## config.mk

```make
export PLATFORM = sky130hd
export DESIGN_NAME = bin128_to_decimal_flat
export DESIGN_NICKNAME = d
export VERILOG_FILES = /design/src/design/b2d_pkg.sv /design/src/design/b2d_in_if.sv /design/src/design/b2d_out_if.sv /design/src/design/b2d_datapath.sv /design/src/design/b2d_ctrl.sv /design/src/design/bin128_to_decimal.sv /design/src/flat_wrapper.sv
export VERILOG_INCLUDE_DIRS = /design/src /design/src/design
export SDC_FILE = /design/constraint.sdc
export NUM_CORES = 1
export LEC_CHECK = 0
export ABC_AREA = 1
export BUFFER_PORTS_ARGS = -buffer_cell sky130_fd_sc_hd__buf_2
export CAP_MARGIN = 20
export CORE_AREA = 5 5 220 222
export DETAILED_ROUTE_END_ITERATION = 10
export DIE_AREA = 0 0 225 227
export MAX_ROUTING_LAYER = met4
export SETUP_SLACK_MARGIN = 0.15
export SKIP_CTS_REPAIR_TIMING = 1
export SLEW_MARGIN = 20
export SYNTH_ARGS = -nofsm -noshare
export SYNTH_HDL_FRONTEND = slang
export SYNTH_SLANG_ARGS = --single-unit
```

## constraint.sdc

```tcl
create_clock -name clk -period 4.9 [get_ports clk]
set_input_delay 0.735 -clock clk [delete_from_list [all_inputs] [get_ports clk]]
set_output_delay 0.735 -clock clk [all_outputs]
set_load 0.005 [all_outputs]
```

## src/design/bin128_to_decimal_defines.svh

```systemverilog
// Assertion macros shared by the binary to decimal converter
`ifndef BIN128_TO_DECIMAL_DEFINES_SVH
`define BIN128_TO_DECIMAL_DEFINES_SVH
`ifndef SYNTHESIS
// Consequent must hold in the same cycle as the antecedent
`define B2D_ASSERT_NOW(label, clk, rst, ante, cons) \
  label: assert property (@(posedge clk) disable iff (rst) (ante) |-> (cons)) \
    else $error("b2d check failed");
// Consequent must hold in the cycle after the antecedent
`define B2D_ASSERT_NEXT(label, clk, rst, ante, cons) \
  label: assert property (@(posedge clk) disable iff (rst) (ante) |=> (cons)) \
    else $error("b2d check failed");
`else
`define B2D_ASSERT_NOW(label, clk, rst, ante, cons)
`define B2D_ASSERT_NEXT(label, clk, rst, ante, cons)
`endif
`endif

```

## src/design/b2d_pkg.sv

```systemverilog
// Package: shared constants and control types of the binary to decimal converter
`timescale 1ns / 1ps
package b2d_pkg;
  localparam int VALUE_BITS_DEF = 128;
  localparam int DIGITS_DEF     = 40;
  localparam int WORD_W         = 64;
  localparam int DIGIT_W        = 4;

  typedef struct packed {
    logic load;   // start an item: take the value, clear the accumulator
    logic dbl;    // one shift-and-double round
    logic shift;  // drop the top digit, move the rest up
  } b2d_cmd_t;

  typedef struct packed {
    logic round_done;  // the round being run is the final one
    logic top_zero;    // top digit is zero
    logic one_left;    // only one digit remains
  } b2d_stat_t;
endpackage

```

## src/design/b2d_in_if.sv

```systemverilog
// Interface: input channel carrying one 128-bit value per item
`timescale 1ns / 1ps
interface b2d_in_if
  import b2d_pkg::*;
();
  logic              valid;
  logic              ready;
  logic [WORD_W-1:0] value_high;
  logic [WORD_W-1:0] value_low;

  modport source (output valid, output value_high, output value_low, input ready);
  modport sink   (input valid, input value_high, input value_low, output ready);
endinterface

```

## src/design/b2d_out_if.sv

```systemverilog
// Interface: output channel carrying one decimal digit per item
`timescale 1ns / 1ps
interface b2d_out_if
  import b2d_pkg::*;
();
  logic               valid;
  logic               ready;
  logic [DIGIT_W-1:0] digit;
  logic               last;

  modport source (output valid, output digit, output last, input ready);
  modport sink   (input valid, input digit, input last, output ready);
endinterface

```

## src/design/b2d_datapath.sv

```systemverilog
// Datapath: value shift register, BCD accumulator and the round and digit counters
`timescale 1ns / 1ps
module b2d_datapath
  import b2d_pkg::*;
#(
  parameter int VALUE_BITS = VALUE_BITS_DEF,
  parameter int DIGITS     = DIGITS_DEF
) (
  input  logic               clk,
  input  logic               rst,
  input  b2d_cmd_t           cmd,
  input  logic [WORD_W-1:0]  value_high,
  input  logic [WORD_W-1:0]  value_low,
  output b2d_stat_t          stat,
  output logic [DIGIT_W-1:0] top_digit
);
  localparam int RND_W = $clog2(VALUE_BITS);
  localparam int REM_W = $clog2(DIGITS + 1);
  localparam int ACC_W = DIGITS * DIGIT_W;

  logic [2*WORD_W-1:0] full_value;
  logic [VALUE_BITS-1:0] value;
  logic [ACC_W-1:0]      acc;
  logic [ACC_W-1:0]      acc_dbl;
  logic [DIGITS-1:0]     carry;
  logic [RND_W-1:0]      rnd;
  logic [REM_W-1:0]      rem;

  assign full_value = {value_high, value_low};

  // Digit carries depend only on the digit below, so all digits double at once
  always_comb begin
    logic [DIGIT_W:0] sum;
    carry[0] = value[VALUE_BITS-1];
    for (int j = 1; j < DIGITS; j++) begin
      carry[j] = (acc[(j-1)*DIGIT_W +: DIGIT_W] >= DIGIT_W'(5));
    end
    for (int j = 0; j < DIGITS; j++) begin
      sum = {acc[j*DIGIT_W +: DIGIT_W], 1'b0} + (DIGIT_W+1)'(carry[j]);
      if (sum > (DIGIT_W+1)'(9)) begin
        acc_dbl[j*DIGIT_W +: DIGIT_W] = DIGIT_W'(sum - (DIGIT_W+1)'(10));
      end else begin
        acc_dbl[j*DIGIT_W +: DIGIT_W] = sum[DIGIT_W-1:0];
      end
    end
  end

  always_ff @(posedge clk) begin
    if (cmd.load) begin
      value <= full_value[VALUE_BITS-1:0];
      acc   <= '0;
    end else if (cmd.dbl) begin
      value <= {value[VALUE_BITS-2:0], 1'b0};
      acc   <= acc_dbl;
    end else if (cmd.shift) begin
      acc   <= {acc[ACC_W-DIGIT_W-1:0], {DIGIT_W{1'b0}}};
    end
  end

  always_ff @(posedge clk) begin
    if (rst) begin
      rnd <= '0;
      rem <= '0;
    end else if (cmd.load) begin
      rnd <= '0;
      rem <= REM_W'(DIGITS);
    end else begin
      if (cmd.dbl) begin
        rnd <= rnd + RND_W'(1);
      end
      if (cmd.shift) begin
        rem <= rem - REM_W'(1);
      end
    end
  end

  assign top_digit       = acc[ACC_W-1 -: DIGIT_W];
  assign stat.round_done = (rnd == RND_W'(VALUE_BITS - 1));
  assign stat.top_zero   = (top_digit == '0);
  assign stat.one_left   = (rem == REM_W'(1));
endmodule

```

## src/design/b2d_ctrl.sv

```systemverilog
// Controller: sequences load, conversion rounds, zero skipping and digit output
`timescale 1ns / 1ps
`include "bin128_to_decimal_defines.svh"
module b2d_ctrl
  import b2d_pkg::*;
(
  input  logic      clk,
  input  logic      rst,
  input  logic      in_valid,
  output logic      in_ready,
  output logic      out_valid,
  input  logic      out_ready,
  output logic      out_last,
  input  b2d_stat_t stat,
  output b2d_cmd_t  cmd
);
  localparam logic [1:0] ST_IDLE = 2'd0;
  localparam logic [1:0] ST_CONV = 2'd1;
  localparam logic [1:0] ST_SKIP = 2'd2;
  localparam logic [1:0] ST_EMIT = 2'd3;

  logic [1:0] state;
  logic [1:0] state_next;
  logic       in_acc;
  logic       out_acc;

  assign in_ready  = (state == ST_IDLE);
  assign out_valid = (state == ST_EMIT);
  assign out_last  = stat.one_left;
  assign in_acc    = in_valid && in_ready;
  assign out_acc   = out_valid && out_ready;

  always_comb begin
    state_next = state;
    cmd        = '0;
    unique case (state)
      ST_IDLE: begin
        if (in_acc) begin
          cmd.load   = 1'b1;
          state_next = ST_CONV;
        end
      end
      ST_CONV: begin
        cmd.dbl = 1'b1;
        if (stat.round_done) begin
          state_next = ST_SKIP;
        end
      end
      ST_SKIP: begin
        if (stat.top_zero && !stat.one_left) begin
          cmd.shift = 1'b1;
        end else begin
          state_next = ST_EMIT;
        end
      end
      ST_EMIT: begin
        if (out_acc) begin
          if (stat.one_left) begin
            state_next = ST_IDLE;
          end else begin
            cmd.shift = 1'b1;
          end
        end
      end
      default: state_next = ST_IDLE;
    endcase
  end

  always_ff @(posedge clk) begin
    if (rst) begin
      state <= ST_IDLE;
    end else begin
      state <= state_next;
    end
  end

  `B2D_ASSERT_NEXT(a_load_starts_conv, clk, rst, in_acc, state == ST_CONV)
  `B2D_ASSERT_NEXT(a_conv_runs_all_rounds, clk, rst, (state == ST_CONV) && !stat.round_done, state == ST_CONV)
  `B2D_ASSERT_NEXT(a_last_digit_frees, clk, rst, out_acc && out_last, state == ST_IDLE)
  `B2D_ASSERT_NOW(a_no_skip_past_last, clk, rst, state == ST_SKIP, !(cmd.shift && stat.one_left))
endmodule

```

## src/design/bin128_to_decimal.sv

```systemverilog
// Top level: 128-bit binary to decimal converter, one digit per output item
`timescale 1ns / 1ps
// Sequence: load, one shift-and-double round per converted value bit, then one skip step
//   per leading zero digit dropped, and a step into emitting before the first digit.
// Flow: a new value is taken only when idle, after the last digit of the one before;
//   one shared doubling stage, and the output shifts one digit per cycle while it is ready.
// Reset: synchronous, active high; clears the controller and counters, value and accumulator hold.
module bin128_to_decimal
  import b2d_pkg::*;
#(
  parameter int VALUE_BITS = VALUE_BITS_DEF,  // low bits of the 128-bit input converted
  parameter int DIGITS     = DIGITS_DEF       // BCD accumulator digits
) (
  input logic       clk,
  input logic       rst,
  b2d_in_if.sink    in_item,
  b2d_out_if.source out_item
);
  // Command and status travel between controller and datapath only
  b2d_cmd_t           cmd;
  b2d_stat_t          stat;
  logic [DIGIT_W-1:0] top_digit;

  // Controller: idle, convert, skip leading zeros, emit digits
  b2d_ctrl u_ctrl (
    .clk       (clk),
    .rst       (rst),
    .in_valid  (in_item.valid),
    .in_ready  (in_item.ready),
    .out_valid (out_item.valid),
    .out_ready (out_item.ready),
    .out_last  (out_item.last),
    .stat      (stat),
    .cmd       (cmd)
  );

  // Datapath: the top accumulator digit is the output item while emitting,
  // so a stalled output holds simply because no shift is issued
  b2d_datapath #(
    .VALUE_BITS (VALUE_BITS),
    .DIGITS     (DIGITS)
  ) u_datapath (
    .clk        (clk),
    .rst        (rst),
    .cmd        (cmd),
    .value_high (in_item.value_high),
    .value_low  (in_item.value_low),
    .stat       (stat),
    .top_digit  (top_digit)
  );

  assign out_item.digit = top_digit;
endmodule
```

## src/flat_wrapper.sv

```systemverilog
// flat-port wrapper written by rule: the top's interface ports become plain ports
module bin128_to_decimal_flat import b2d_pkg::*;
#(
  parameter int VALUE_BITS = VALUE_BITS_DEF,                                            
  parameter int DIGITS     = DIGITS_DEF                                
)
  (clk, rst, in_item_valid, in_item_value_high, in_item_value_low, in_item_ready, out_item_valid, out_item_digit, out_item_last, out_item_ready);
  b2d_in_if in_item_i ();
  b2d_out_if out_item_i ();
  input logic clk;
  input logic rst;
  input wire logic [$bits(in_item_i.valid)-1:0] in_item_valid;
  input wire logic [$bits(in_item_i.value_high)-1:0] in_item_value_high;
  input wire logic [$bits(in_item_i.value_low)-1:0] in_item_value_low;
  output wire logic [$bits(in_item_i.ready)-1:0] in_item_ready;
  output wire logic [$bits(out_item_i.valid)-1:0] out_item_valid;
  output wire logic [$bits(out_item_i.digit)-1:0] out_item_digit;
  output wire logic [$bits(out_item_i.last)-1:0] out_item_last;
  input wire logic [$bits(out_item_i.ready)-1:0] out_item_ready;
  assign in_item_i.valid = in_item_valid;
  assign in_item_i.value_high = in_item_value_high;
  assign in_item_i.value_low = in_item_value_low;
  assign in_item_ready = in_item_i.ready;
  assign out_item_valid = out_item_i.valid;
  assign out_item_digit = out_item_i.digit;
  assign out_item_last = out_item_i.last;
  assign out_item_i.ready = out_item_ready;
  bin128_to_decimal #(.VALUE_BITS(VALUE_BITS), .DIGITS(DIGITS)) u_core (.clk(clk), .rst(rst), .in_item(in_item_i), .out_item(out_item_i));
endmodule
```

==> flow_summary_export.csv <==
group,metric,value,unit
worst_setup_path,required,5120,ps
routing,route.vias.total,16681,
sta,finalCritPeriodShare,63.4,%
sta,slew_violations,0,
pwr,irDropWorstVdd,0.473,mV
floorplan,io_pins,139,
sta,slew_headroom,34.3,%
synth,synth_fa_ha_area_share,8.38,%
synth,syn_area,18700,sq um
cells_and_area,nNetsFinal,2959,
synth,ys_seq_area_share,39.4,%
floorplan,die_w,225,um
cells_and_area,drive_above_1_share,7.88,%
place,globalplace.congestion,0.822,
cells_and_area,layout_commonest_cell,"nand2_1",
sta,grt_setup_unrepaired,"false",
synth,synth_compound_area_share,13.5,%
sta,worstMarginPinSlew,985,ps
sta,hold_ws,423,ps
global_routing,grt_pass1_wl,74.3,mm
floorplan,initial_utilization,40.4,%
cts,cts_tree,"done",
synth,synth_edf_count,128,
sta,setup_viol,0,
synth,ys_ff_latch,303,
synth,yosysUniqueCellTypes,31,
cells_and_area,fin_area,20700,sq um
routing,drtIter0Drc,946,
global_routing,antenna_found_initial,11,
routing,detail-route-antenna-nets,0,
sta,min_period,3110,ps
worst_setup_path,critical_path_class,"reg2reg",
synth,synth_mux_area_share,0,%
global_routing,grt_max_degree,125,
worst_setup_path,reg2reg_setup_slack,1790,ps
place,io_buffers,138,
cells_and_area,final_cell_mix,"nand2_1, a21oi_1, inv_1",
place,dpl_cell_area,19500,sq um
cts,root_buffer,"clkbuf_16",
synth,async_reset_ff_share,0,%
global_routing,overflow,0,
cts,cts_buffers,36,
synth,syn_inst,2656,
min_path,min_path_type,"in2reg",
sta,max_freq,322,MHz
synth,synth_top_family_by_area,"simple AND/OR/NAND/NOR gates",
routing,post_drt_wl_per_cell,13.1,um
pwr,powerDensity,769,nW/um^2
synth,synth_xor_area_share,1.60,%
worst_setup_path,startpoint_type,"flop",
cells_and_area,area_growth,11.0,%
worst_setup_path,worstPathMaxFanout,73,
floorplan,die_area,51100,sq um
synth,syn_nets,2913,
cts,clock_sinks,303,
worst_setup_path,endpoint_kind,"flop",
floorplan,core,46200,sq um
sta,final-hold-violation-count,0,
cts,clk_pin_slew,60,ps
routing,drc,0,
synth,synthesis.yosys.warnings,0,
pwr,p_leak,9.46,nW
worst_setup_path,cp_data_arrival_time,3320,ps
synth,yosys.area_share.simple,28.2,%
cts,ctsHtreeMaxLevel,2,
cts,clk_latency,540,ps
global_routing,grt_usage,17.2,%
routing,via_per_inst,4.98,
routing,drt_pre_antenna_iters,5,
synth,synth_flop_cell,"dfxtp_1",
sta,tns,0,ps
routing,wl,43.9,mm
job,drv_cap,0,
place,hpwl,28.6,mm
global_routing,grt_pass1_vias,15698,
floorplan,rows,79,
synth,syn_avg_cell_area,7.03,sq um
status,status,"finished, final reports clean",
floorplan,die_y,227,um
sta,fin_skew,30.2,ps
cts,clock_path_buffers,3,
metrics by stage:
| stage | utilization (%) | power, mW | worst slack (ps) | cells |
|---|---|---|---|---|
| 6_report | 44.9 | 15.9 | 1790 | 3349 |
| 5_1_grt | 44.9 | 17.6 | 1570 | 3347 |
| 4_1_cts | 44.8 | 16.1 | 1760 | 3336 |
| 3_5_place_dp | 42.3 | 13.4 | 1740 | 3271 |
| 3_3_place_gp | 42.3 | 13.2 | 1810 | 3271 |
| 2_1_floorplan | - | 11.8 | 191 | 2656 |
worst max-delay path, cell delays in order (launching register included):
cell	delay [ps]
dfxtp_1	350
inv_1	180
ha_4	610
inv_4	390
nand2_4	800
buf_12	370
path summary, 6_finish.rpt:
check                      startpoint  cells after the start                     endpoint
max            u_core.u_ctrl.state[1]                      5  u_core.u_datapath.value[81]
min                               rst                      2     u_core.u_datapath.rem[3]
max reg2reg    u_core.u_ctrl.state[1]                      5  u_core.u_datapath.value[81]
min reg2reg  u_core.u_datapath.rnd[5]                      2     u_core.u_datapath.rnd[5]
state kept, by name (all words and copies together), names as in the netlist:
register                 cells
u_core.u_ctrl.state          2
u_core.u_datapath.acc      160
u_core.u_datapath.rem        6
u_core.u_datapath.rnd        7
u_core.u_datapath.value    128
layer usage:
metal | share of wire, % | global-route usage [%] | up-vias | wire [um]
met5 | 0 | - | - | 0
met4 | 1.4 | 3.67 | 0 | 636
met3 | 4.5 | 3.37 | 46 | 1980
met2 | 46 | 27.6 | 272 | 20000
met1 | 49 | 22.8 | 7605 | 21300
li1 | - | - | 8758 | -
synth_stat cells, types with 2 or more instances:
cell type / n / area [sq um]
edfxtp_1: 128 / 3840
nor2_1: 123 / 462
buf_2: 36 / 180
clkbuf_1: 64 / 240
xor2_1: 13 / 114
a21oi_1: 281 / 1410
o21ai_0: 147 / 736
or2_2: 2 / 12.5
buf_1: 7 / 26.3
nand2_1: 928 / 3480
nand4_1: 6 / 37.5
nand3_1: 212 / 1060
clkbuf_2: 9 / 45.0
nor3_1: 30 / 150
o21ai_1: 52 / 260
buf_6: 16 / 180
nand3_2: 2 / 20.0
inv_2: 3 / 11.3
buf_4: 9 / 67.6
dfxtp_1: 175 / 3500
ha_1: 125 / 1560
inv_1: 243 / 912
xnor2_1: 21 / 184
a31oi_1: 17 / 106
final cells by class:
type / instances / area (sq um)
Tap cell: 607 / 759
Timing Repair Buffer: 149 / 811
Multi-Input combinational cell: 1966 / 9690
Antenna cell: 13 / 32.5
Clock inverter: 13 / 125
Inverter: 246 / 930
Sequential cell: 303 / 7350
Clock buffer: 52 / 1030
Fill cell: 4655 / 25400
kinds of logic (layout without fill, tap and decap cells):
kind of cell	count (synthesis)	count (layout)
buf+inv	387	460
compound gates	499	499
xor+xnor	34	34
fa+ha+maj	125	125
other cells	0	13
flops	303	303
simple gates	1308	1308
where the power goes:
part | switching (mW) | internal (mW)
clock network | 1.08 | 1.53
logic | 5.44 | 2.74
registers | 0.912 | 4.25
No activity file was read; power rests on OpenSTA's default activity.
